## src/design/piqu_pkg.sv

```systemverilog
// shared types, register indexes and constants of the packed iq sample unpacker
// no dependencies
`default_nettype none

package piqu_pkg;

	localparam int DEF_MAX_CHANNELS = 8;
	localparam int DEF_BUFFER_DEPTH = 65536;

	localparam int QUEUE_DEPTH = 2;
	localparam int QPTR_W      = $clog2(QUEUE_DEPTH);
	localparam int QCNT_W      = $clog2(QUEUE_DEPTH + 1);

	localparam int CFG_IDX_W  = 3;
	localparam int CFG_DATA_W = 8;
	localparam int OUT_DATA_W = 32;

	typedef enum logic [CFG_IDX_W-1:0] {
		REG_CODE_VALUE_0  = 3'd0,
		REG_CODE_VALUE_1  = 3'd1,
		REG_CODE_VALUE_2  = 3'd2,
		REG_CODE_VALUE_3  = 3'd3,
		REG_CHANNEL_COUNT = 3'd4,
		REG_BITS_PER_CODE = 3'd5,
		REG_COMPLEX_MODE  = 3'd6
	} reg_idx_t;

	localparam logic [7:0] RST_CODE_VALUE_0  = 8'h01;
	localparam logic [7:0] RST_CODE_VALUE_1  = 8'h03;
	localparam logic [7:0] RST_CODE_VALUE_2  = 8'hFD;
	localparam logic [7:0] RST_CODE_VALUE_3  = 8'hFF;
	localparam logic [3:0] RST_CHANNEL_COUNT = 4'd2;
	localparam logic [1:0] RST_BITS_PER_CODE = 2'd2;
	localparam logic       RST_COMPLEX_MODE  = 1'b1;

	typedef struct packed {
		logic [3:0][7:0] code_value;
		logic [3:0]      channel_count;
		logic [1:0]      bits_per_code;
		logic            complex_mode;
	} cfg_t;

	typedef struct packed {
		logic [7:0] packed_byte;
		logic       buffer_start;
	} item_t;

	// head of the byte queue as seen by the back end
	typedef struct packed {
		logic  valid;
		item_t item;
	} head_t;

endpackage

`default_nettype wire

```

## src/design/piqu_front.sv

```systemverilog
// front end: accepts input words and holds them in a short byte queue
// depends on piqu_pkg
`default_nettype none

module piqu_front (
	input  wire                clk,
	input  wire                arst_n,
	input  wire                s_valid,
	output logic               s_ready,
	input  wire piqu_pkg::item_t s_item,
	output piqu_pkg::head_t    head,
	input  wire                pop
);

	piqu_pkg::item_t                     mem_q [piqu_pkg::QUEUE_DEPTH];
	logic [piqu_pkg::QPTR_W-1:0]         wptr_q;
	logic [piqu_pkg::QPTR_W-1:0]         rptr_q;
	logic [piqu_pkg::QCNT_W-1:0]         cnt_q;
	logic                                push;
	logic                                do_pop;

	assign s_ready = (cnt_q != piqu_pkg::QCNT_W'(piqu_pkg::QUEUE_DEPTH));
	assign push    = s_valid && s_ready;
	assign do_pop  = pop && (cnt_q != '0);

	assign head.valid = (cnt_q != '0);
	assign head.item  = mem_q[rptr_q];

	always_ff @(posedge clk) begin
		if (push) begin
			mem_q[wptr_q] <= s_item;
		end
	end

	always_ff @(posedge clk or negedge arst_n) begin
		if (!arst_n) begin
			wptr_q <= '0;
			rptr_q <= '0;
			cnt_q  <= '0;
		end else begin
			if (push) begin
				wptr_q <= (wptr_q == piqu_pkg::QPTR_W'(piqu_pkg::QUEUE_DEPTH - 1)) ?
					'0 : wptr_q + 1'b1;
			end
			if (do_pop) begin
				rptr_q <= (rptr_q == piqu_pkg::QPTR_W'(piqu_pkg::QUEUE_DEPTH - 1)) ?
					'0 : rptr_q + 1'b1;
			end
			case ({push, do_pop})
				2'b10:   cnt_q <= cnt_q + 1'b1;
				2'b01:   cnt_q <= cnt_q - 1'b1;
				default: cnt_q <= cnt_q;
			endcase
		end
	end

endmodule

`default_nettype wire

```

## src/design/piqu_back.sv

```systemverilog
// back end: walks the codes of the head byte, one per cycle while the output is not stalled,
// maps them and keeps the component, channel and position counters; depends on piqu_pkg
`default_nettype none

module piqu_back #(
	parameter int MAX_CHANNELS = piqu_pkg::DEF_MAX_CHANNELS,
	parameter int BUFFER_DEPTH = piqu_pkg::DEF_BUFFER_DEPTH
) (
	input  wire                clk,
	input  wire                arst_n,
	input  wire piqu_pkg::cfg_t  cfg,
	input  wire piqu_pkg::head_t head,
	output logic               pop,
	output logic               m_valid,
	input  wire                m_ready,
	output logic [7:0]         sample_value,
	output logic [2:0]         channel_index,
	output logic [15:0]        buffer_position,
	output logic               is_quadrature,
	output logic               last_of_byte
);

	localparam int CW  = (MAX_CHANNELS > 1) ? $clog2(MAX_CHANNELS) : 1;
	localparam int CNW = $clog2(MAX_CHANNELS + 1);
	localparam int PW  = $clog2(BUFFER_DEPTH);
	localparam logic [PW:0] DEPTH_V = (PW + 1)'(BUFFER_DEPTH);

	logic            comp_q;
	logic [CW-1:0]   ch_q;
	logic [PW-1:0]   pos_q;
	logic [2:0]      idx_q;

	logic            out_valid_q;
	logic [7:0]      sample_q;
	logic [CW-1:0]   chan_q;
	logic [PW-1:0]   posout_q;
	logic            quad_q;
	logic            last_q;

	logic            adv;
	logic            two_bit;
	logic            last_code;
	logic [2:0]      shamt;
	logic [7:0]      shifted;
	logic [1:0]      code;
	logic [CNW-1:0]  eff_count;
	logic [CNW-1:0]  ch_inc;
	logic            ch_wrap;
	logic [CW-1:0]   ch_next;
	logic [PW-1:0]   base;
	logic            quad;
	logic [PW:0]     sum_out;
	logic [PW-1:0]   pos_out;
	logic [PW:0]     sum_adv;
	logic [PW-1:0]   pos_adv;

	assign adv = head.valid && (!out_valid_q || m_ready);

	// bits_per_code of 2 or 3 means two-bit codes, 0 or 1 means one-bit codes
	assign two_bit   = cfg.bits_per_code[1];
	assign last_code = two_bit ? (idx_q[1:0] == 2'd3) : (idx_q == 3'd7);
	assign shamt     = two_bit ? {idx_q[1:0], 1'b0} : idx_q;
	assign shifted   = head.item.packed_byte >> shamt;
	assign code      = two_bit ? shifted[1:0] : {1'b0, shifted[0]};
	assign pop       = adv && last_code;

	always_comb begin
		if (cfg.channel_count == '0) begin
			eff_count = CNW'(1);
		end else if (8'(cfg.channel_count) > 8'(MAX_CHANNELS)) begin
			eff_count = CNW'(MAX_CHANNELS);
		end else begin
			eff_count = CNW'(cfg.channel_count);
		end
	end

	assign ch_inc  = CNW'(ch_q) + 1'b1;
	assign ch_wrap = (ch_inc >= eff_count);
	assign ch_next = ch_wrap ? '0 : CW'(ch_inc);

	// start-of-buffer restarts the position before the first code of the byte
	assign base = (head.item.buffer_start && (idx_q == 3'd0)) ? '0 : pos_q;
	assign quad = cfg.complex_mode && comp_q;

	assign sum_out = {1'b0, base} + (PW + 1)'(quad);
	assign pos_out = (sum_out >= DEPTH_V) ? PW'(sum_out - DEPTH_V) : PW'(sum_out);
	assign sum_adv = {1'b0, base} + (cfg.complex_mode ? (PW + 1)'(2) : (PW + 1)'(1));
	assign pos_adv = (sum_adv >= DEPTH_V) ? PW'(sum_adv - DEPTH_V) : PW'(sum_adv);

	always_ff @(posedge clk or negedge arst_n) begin
		if (!arst_n) begin
			comp_q      <= 1'b0;
			ch_q        <= '0;
			pos_q       <= '0;
			idx_q       <= '0;
			out_valid_q <= 1'b0;
		end else begin
			if (adv) begin
				out_valid_q <= 1'b1;
				idx_q       <= last_code ? 3'd0 : idx_q + 3'd1;
				if (cfg.complex_mode) begin
					comp_q <= ~comp_q;
					if (comp_q) begin
						ch_q  <= ch_next;
						pos_q <= ch_wrap ? pos_adv : base;
					end else begin
						pos_q <= base;
					end
				end else begin
					ch_q  <= ch_next;
					pos_q <= ch_wrap ? pos_adv : base;
				end
			end else if (m_ready) begin
				out_valid_q <= 1'b0;
			end
		end
	end

	always_ff @(posedge clk) begin
		if (adv) begin
			sample_q <= cfg.code_value[code];
			chan_q   <= ch_q;
			posout_q <= pos_out;
			quad_q   <= quad;
			last_q   <= last_code;
		end
	end

	assign m_valid         = out_valid_q;
	assign sample_value    = sample_q;
	assign channel_index   = 3'(chan_q);
	assign buffer_position = 16'(posout_q);
	assign is_quadrature   = quad_q;
	assign last_of_byte    = last_q;

endmodule

`default_nettype wire

```

## src/design/packed_iq_sample_unpacker.sv

```systemverilog
// top level of the packed iq sample unpacker: configuration registers,
// front byte queue and back code sequencer; depends on piqu_pkg, piqu_front, piqu_back
//
// channel   | dir | handshake              | payload
// s_axis    | in  | tvalid/tready          | tdata: packed byte, tuser: buffer start
// m_axis    | out | tvalid/tready          | tdata: value, channel, position; tuser, tlast
// cfg       | in  | cfg_we (no wait)       | cfg_index, cfg_data
//
// one output word per cycle while the output is not stalled; a byte holds 4 two-bit
// codes or 8 one-bit codes, as the back end emits one code per cycle
// first word of a byte passes through the byte queue, then the output register
// the two-entry byte queue holds the byte in work plus one waiting byte; input
// stalls once both are taken, until the back end pops the byte in work
// arst_n clears the counters, queue and output valid; registers return to defaults
`default_nettype none

module packed_iq_sample_unpacker #(
	parameter int MAX_CHANNELS = piqu_pkg::DEF_MAX_CHANNELS,
	parameter int BUFFER_DEPTH = piqu_pkg::DEF_BUFFER_DEPTH
) (
	input  wire                                 clk,
	input  wire                                 arst_n,
	input  wire                                 s_axis_tvalid,
	output logic                                s_axis_tready,
	input  wire  [7:0]                          s_axis_tdata,  // [7:0] packed_byte
	input  wire                                 s_axis_tuser,  // [0] buffer_start
	output logic                                m_axis_tvalid,
	input  wire                                 m_axis_tready,
	// [7:0] sample_value, [10:8] channel_index, [26:11] buffer_position, [31:27] zero
	output logic [piqu_pkg::OUT_DATA_W-1:0]     m_axis_tdata,
	output logic                                m_axis_tuser,  // [0] is_quadrature
	output logic                                m_axis_tlast,  // last_of_byte
	input  wire                                 cfg_we,
	input  wire  [piqu_pkg::CFG_IDX_W-1:0]      cfg_index,
	input  wire  [piqu_pkg::CFG_DATA_W-1:0]     cfg_data
);

	piqu_pkg::cfg_t   cfg_q;
	piqu_pkg::item_t  s_item;
	piqu_pkg::head_t  head;
	logic             pop;
	logic [7:0]       sample_value;
	logic [2:0]       channel_index;
	logic [15:0]      buffer_position;

	always_ff @(posedge clk or negedge arst_n) begin
		if (!arst_n) begin
			cfg_q.code_value[0] <= piqu_pkg::RST_CODE_VALUE_0;
			cfg_q.code_value[1] <= piqu_pkg::RST_CODE_VALUE_1;
			cfg_q.code_value[2] <= piqu_pkg::RST_CODE_VALUE_2;
			cfg_q.code_value[3] <= piqu_pkg::RST_CODE_VALUE_3;
			cfg_q.channel_count <= piqu_pkg::RST_CHANNEL_COUNT;
			cfg_q.bits_per_code <= piqu_pkg::RST_BITS_PER_CODE;
			cfg_q.complex_mode  <= piqu_pkg::RST_COMPLEX_MODE;
		end else if (cfg_we) begin
			case (cfg_index)
				piqu_pkg::REG_CODE_VALUE_0:  cfg_q.code_value[0] <= cfg_data;
				piqu_pkg::REG_CODE_VALUE_1:  cfg_q.code_value[1] <= cfg_data;
				piqu_pkg::REG_CODE_VALUE_2:  cfg_q.code_value[2] <= cfg_data;
				piqu_pkg::REG_CODE_VALUE_3:  cfg_q.code_value[3] <= cfg_data;
				piqu_pkg::REG_CHANNEL_COUNT: cfg_q.channel_count <= cfg_data[3:0];
				piqu_pkg::REG_BITS_PER_CODE: cfg_q.bits_per_code <= cfg_data[1:0];
				piqu_pkg::REG_COMPLEX_MODE:  cfg_q.complex_mode  <= cfg_data[0];
				default: ;
			endcase
		end
	end

	assign s_item.packed_byte  = s_axis_tdata;
	assign s_item.buffer_start = s_axis_tuser;

	piqu_front u_front (
		.clk     (clk),
		.arst_n  (arst_n),
		.s_valid (s_axis_tvalid),
		.s_ready (s_axis_tready),
		.s_item  (s_item),
		.head    (head),
		.pop     (pop)
	);

	piqu_back #(
		.MAX_CHANNELS (MAX_CHANNELS),
		.BUFFER_DEPTH (BUFFER_DEPTH)
	) u_back (
		.clk             (clk),
		.arst_n          (arst_n),
		.cfg             (cfg_q),
		.head            (head),
		.pop             (pop),
		.m_valid         (m_axis_tvalid),
		.m_ready         (m_axis_tready),
		.sample_value    (sample_value),
		.channel_index   (channel_index),
		.buffer_position (buffer_position),
		.is_quadrature   (m_axis_tuser),
		.last_of_byte    (m_axis_tlast)
	);

	assign m_axis_tdata = {5'd0, buffer_position, channel_index, sample_value};

endmodule

`default_nettype wire

```

## config.mk

```make
export PLATFORM = sky130hd
export DESIGN_NAME = packed_iq_sample_unpacker
export DESIGN_NICKNAME = d
export VERILOG_FILES = /design/src/design/piqu_pkg.sv /design/src/design/piqu_front.sv /design/src/design/piqu_back.sv /design/src/design/packed_iq_sample_unpacker.sv
export SDC_FILE = /design/constraint.sdc
export NUM_CORES = 1
export LEC_CHECK = 0
export ABC_AREA = 0
export BUFFER_PORTS_ARGS = -buffer_cell sky130_fd_sc_hd__buf_4
export CAP_MARGIN = 20
export CORE_MARGIN = 1
export CORE_UTILIZATION = 45
export CTS_BUF_LIST = sky130_fd_sc_hd__clkbuf_4 sky130_fd_sc_hd__clkbuf_8
export CTS_CLUSTER_DIAMETER = 80
export DETAILED_ROUTE_END_ITERATION = 10
export HOLD_SLACK_MARGIN = 0.06
export PLACE_DENSITY = 0.62
export SETUP_SLACK_MARGIN = 0.1
export SYNTH_ARGS = -nofsm -noshare
export SYNTH_HDL_FRONTEND = slang
export SYNTH_SLANG_ARGS = --single-unit
```

## constraint.sdc

```tcl
create_clock -name clk -period 5.4 [get_ports clk]
set_clock_uncertainty 0.2 [all_clocks]
set_input_delay 0.54 -clock clk [delete_from_list [all_inputs] [get_ports clk]]
set_output_delay 0.54 -clock clk [all_outputs]
set_load 0.005 [all_outputs]
```

Word level (Yosys, flattened, before mapping):

Memory sizes are Yosys's and may differ from the RTL's.
Cells that the tools add are included.

* register bits: 96
* RAM bits: 18
* input port bits: 25
* output and inout bits: 36
* word-level logic and storage cells: 98
* memories kept: 1

Memories
* u_front.mem_q: words 2, width 9, read ports 1, clocked after memory_dff 0, write ports 1, RTL line piqu_front.sv:15 `piqu_pkg::item_t mem_q [piqu_pkg::QUEUE_DEPTH];`

* add/subtract/negate cells: 10
* order comparisons: 5
* equal/unequal tests: 12
* shift operators: 1
* muxes and demuxes: 25
* bitwise operators: 1
* reduce and logical (&&, ||, !) cells: 23

Operator list (number)
* $mux 16: 6
* $ge 17x17->1 const B: 2
* $sub 16x1->16 const B: 2
* $reduce_and 2->1: 9
* $add 16x1->17: 1
* $add 16x2->17: 1
* $bmux 8 s2: 1
* $mux 3: 5
* $eq 3x3->1 const B: 4
* $mux 4: 2
* $mux 8: 1
* $shr 8x3->2: 1
* $mux 1: 7
* $eq 3x2->1 const B: 2
* $logic_and 1x1->1: 6
* $logic_not 3->1: 2
* $reduce_bool 2->1: 3
* $add 3x1->4 const B: 1
* $eq 2x2->1 const B: 2
* $ge 4x4->1: 1
* $gt 4x4->1 const B: 1
* $logic_not 4->1: 1
* $mux 2: 2
* $pmux 2 s2: 1
* other kinds (12): 13

Depth between registers and ports, before layout:

* depth in word-level cells: 9
* depth in mapped cells: 13
* depth with buffers taken out: 11

Hierarchy:

A second synthesis with hierarchy kept.

* cell total of the unflattened synthesis: 393
* area total of the unflattened synthesis: 5401.4 µm²

Modules (own cells, without submodules)
* piqu_back: instances 1, cells each 253, area each 2974.1 µm², sequential area each 1471.4 µm²
* packed_iq_sample_unpacker: instances 1, cells each 95, area each 1585.3 µm², sequential area each 1002.2 µm²
* piqu_front: instances 1, cells each 45, area each 842.1 µm², sequential area each 640.6 µm²

Worst setup path after synthesis:

OpenSTA, ideal clock, no wires.

* kind: register to register
* from: register u_back.idx_q[0]
* to: register u_back.posout_q[15] (netlist: u_back.buffer_position[15]) (data pin)
* setup time: 0.272 ns
* arrival time: 2.456 ns
* data required time: 4.928 ns
* path slack: 2.472 ns
* stages on the path, launching flop included: 14
* buffers on the path: 2
* clock period less this slack: 2.928 ns
* cells stage by stage: dfrtp_1 > buf_2 > inv_1 > ha_1 > nor2b_1 > nand2_1 > clkbuf_1 > and2_1 > ha_1 > nand2_1 > or3_1 > nor3_1 > xnor2_1 > nor2_1

* word-level cells in the longest chain between the ends: 6
* elaborated cells between the ends (all ways): 7
* classes of those cells: add/sub: 2; order compare: 1; mux: 2; reduce/logical: 2

Ends and longest elaborated chain
* start, declared: RTL line piqu_back.sv:31 `logic [2:0] idx_q;`
* start signal, assigned: RTL line piqu_back.sv:100 `idx_q <= last_code ? 3'd0 : idx_q + 3'd1;`
* $logic_not 3->1 (*): RTL line piqu_back.sv:82 `assign base = (head.item.buffer_start && (idx_q == 3'd0)) ? '0 : pos_q;`
* $logic_and 1x1->1 (*): RTL line piqu_back.sv:82
* $mux 16 (*): RTL line piqu_back.sv:82
* $add 16x1->17 (*): RTL line piqu_back.sv:85 `assign sum_out = {1'b0, base} + (PW + 1)'(quad);`
* $sub 16x1->16 / $ge 17x17->1 (equally long branches): RTL line piqu_back.sv:86 `assign pos_out = (sum_out >= DEPTH_V) ? PW'(sum_out - DEPTH_V) : PW'(sum_out);`
* $mux 16 (*): RTL line piqu_back.sv:86
* named net u_back.pos_out[15]: RTL line piqu_back.sv:53 `logic [PW-1:0] pos_out;`
* end signal, assigned: RTL line piqu_back.sv:123 `posout_q <= pos_out;`
* end, declared: RTL line piqu_back.sv:36 `logic [PW-1:0] posout_q;`

The timed path passes the listed nets; every way through them passes the cells marked *.
A chain may end at the register's enable or synchronous reset.

Final worst setup path:

* from: register u_back.idx_q[0]
* to: register u_back.posout_q[8] (netlist: u_back.buffer_position[8]) (data pin)

The elaborated chain is that of the path after synthesis.

==> summary.txt <==
Placement
  – Port Buffer Count: 55
  – Final HPWL DP: 6.67 mm
  – GP Congestion: 0.863
  – Dpl cell area: 0.00584 mm2

Global route
  – GR Overflow Total: 0
  – Largest net degree at the start of global routing: 67
  – Number of global-route vias before repair: 3425
  – GRT Total Usage: 17.7%
  – Global-route wire length before repair: roughly 17 mm
  – Antenna violations before repair: 0

Logic synthesis
  – Synth Instances: 411
  – Top cells by area, synth: edfxtp_1, dfrtp_1, dfstp_2
  – Yosys Warn Count: 0
  – #FFs+latches synth: between 100 and 150
  – Register area share after synthesis: 58.2%
  – Async set-reset flop share out of synthesis: 58.4%
  – Unique masters post-synth: between 50 and 60
  – Cell area after synthesis: 0.00530 mm2
  – Post-synth EDFFs: 47
  – Synth Area per Inst: 12.9 um2
  – Top FF cell, synth: edfxtp_1
  – Post-synth top area share: 26.6%
  – Synth area leader: edfxtp_1

Power and ir drop
  – P per Cell Area: approximately 490 mW/mm2
  – Peak VDD IR: 0.210 mV
  – Leakage dissipation: about 0.0025 uW

Worst setup path
  – Crit start category: register
  – CP Capture Type: register
  – Crit path required time: 5.38 ns
  – Critical path arrival: 3.27 ns
  – Crit-path max FO: 12
  – Critical path type: reg -> reg

Cells and area
  – Share of layout cells above drive strength 1: roughly 34%
  – Fin area: about 0.0062 mm2
  – Antenna Cells: 0
  – Layout Nets: 517
  – Post-layout util: 54.5%
  – Area Overhead vs Synth: 17.8%

Clock network
  – H-tree depth: 4
  – TritonCTS clock tree: done
  – Root buf cell: clkbuf_8
  – CTS buffer count: 17
  – Setup bufs post-CTS: 0
  – CTS Sinks: between 100 and 150
  – Worst-Skew Late Latency: 0.44 ns
  – Max clock buf depth: 2
  – Number of gates resized after CTS: 0
  – Clock slew at reported path FFs: 0.07 ns

Flow run
  – Max Cap Violations: 0

Floorplanning
  – Boundary Pins: 61
  – Die area: 0.0122 mm2
  – FP Rows: 39
  – Core box area: 0.0115 mm2
  – Die Y: around 110 um
  – Starting Density: a little under half
  – Chip width: 111 um

Status
  – Status: finished, final reports clean

Timing
  – Fin Setup TNS: 0 ns
  – Min cycle time layout: 3.29 ns
  – Setup violators final: 0
  – Final Hold Viols: 0
  – RSZ-0062 raised after global routing: false
  – Least-Margin Pin Slew: 0.866 ns
  – Slew Limit Fails: 0
  – Max Fclk: ~300 MHz
  – Tcrit/Tclk final: 60.9%
  – Relative slew slack: about 42%

Routing
  – WL/cell: 15.2 um
  – Via density: about 5.3
  – Drt pass-1 iters: 4
  – Via count: 3378
  – Antenna viol nets, final: 0
  – Iteration-0 DRC Markers: between 200 and 250
  – # DRC: 0
  – Drt total wl: about 9.7 mm

Hold path
  – Worst hold path class: in -> reg
## what timing repair did
action | 4_1_cts | 5_1_grt
hold buffers | 5 | 0
hold endpoints to repair | 53 | 0
endpoints found under the setup margin | 0 | 0
## sequential cells by signal, indices dropped and copies added, names as in the netlist
name,cells
u_back.last_of_byte,1
u_front.mem_q,18
u_back.m_valid,1
u_back.sample_value,8
u_back.is_quadrature,1
u_back.pos_q,16
u_back.channel_index,3
u_back.ch_q,3
u_front.cnt_q,2
u_back.comp_q,1
u_back.idx_q,3
cfg_q,38
u_front.wptr_q,1
u_back.buffer_position,16
u_front.rptr_q,1
## metrics by stage
stage / worst slack [ns] / instances / total power [uW] / hold slack [ns]
3_3_place_gp: 2.25 / 599 / 2330 / 0.266
4_1_cts: 2.12 / 636 / 3080 / 0.0605
2_1_floorplan: 2.47 / 415 / 2020 / 0.0444
5_1_grt: 1.86 / 636 / 3250 / 0.0645
3_5_place_dp: 2.13 / 599 / 2360 / 0.271
6_report: 2.11 / 636 / 3040 / 0.0899
## cell families after synthesis
| group | synth area share, % |
|---|---|
| AND/OR/NAND/NOR | 12.6 |
| flip-flops | 58.2 |
| multiplexers | 13.8 |
| AO/OA/AOI/OAI | 4.46 |
| XOR/XNOR | 5.28 |
| buffers and inverters | 2.52 |
| adder cells (fa/ha/maj) | 3.02 |
| other | 0.0707 |
## placed cells by master, fill, tap and decap left out, drive strengths merged, types with 10 or more instances in the layout
master / count
ha: 12
inv: 14
buf: 59
nand3: 14
edfxtp: 47
o21ai: 11
xnor2: 11
nor2: 27
clkbuf: 19
dfrtp: 45
dfstp: 21
nand2: 46
xor2: 21
nor3: 10
mux2: 41
## per-layer routing
metal | GRT usage, % | up-vias | routed length, um
met5 | 0 | - | 0
met4 | 8.36 | 0 | 169
met3 | 4.94 | 16 | 384
met2 | 28.4 | 85 | 4780
met1 | 22.2 | 1652 | 4340
li1 | - | 1625 | -
## where the power goes
| group | internal (uW) | switching (uW) |
|---|---|---|
| Clock | 349 | 364 |
| Combinational | 484 | 488 |
| Sequential | 1210 | 145 |
## cells in the mapped netlist, types with 4 or more instances
| master | number |
|---|---|
| mux2i_1 | 8 |
| mux2_2 | 39 |
| a31oi_1 | 4 |
| nor3_1 | 10 |
| ha_1 | 12 |
| dfstp_2 | 21 |
| and2_1 | 4 |
| buf_4 | 5 |
| edfxtp_1 | 47 |
| nand4_1 | 7 |
| dfrtp_1 | 45 |
| clkbuf_1 | 9 |
| nor2_1 | 27 |
| xnor2_1 | 11 |
| xor2_1 | 21 |
| inv_1 | 7 |
| o21ai_0 | 11 |
| nand3_1 | 14 |
| mux4_2 | 8 |
| nand2b_1 | 8 |
| nand2_1 | 46 |
## worst max-delay path, stage by stage (launching register included)
cell and delay, ns:
dfrtp_1 0.53, inv_1 0.17, ha_1 0.23, nor2b_1 0.18
nand2_1 0.35, and2_1 0.23, ha_1 0.21, nand2_1 0.08
nor2_1 0.44, nand3_1 0.19, nor2_1 0.15, xnor2_1 0.08
## path summary, 6_finish.rpt
kind,depth (start not counted),startpoint,slack [ns],endpoint
hold reg to reg,1,u_back.comp_q,0.29,u_back.comp_q
hold / removal,1,s_axis_tdata[1],0.09,u_front.mem_q[0][2]
min in group asynchronous,2,arst_n,0.56,u_back.ch_q[1]
max in group asynchronous,2,arst_n,3.88,u_back.idx_q[0]
setup / recovery,11,u_back.idx_q[0],2.11,u_back.buffer_position[8]
setup reg to reg,11,u_back.idx_q[0],2.11,u_back.buffer_position[8]
## final cells by class
| class | count | area, um2 |
|---|---|---|
| fillers | 999 | 5220 |
| flip-flops and latches | 113 | 3090 |
| multi-input cells | 276 | 2100 |
| repair buffers | 64 | 493 |
| clock buffers | 19 | 262 |
| well taps | 143 | 179 |
| clock inverters | 13 | 101 |
| inverters | 8 | 30.0 |
(Power assumes the default switching activity.)
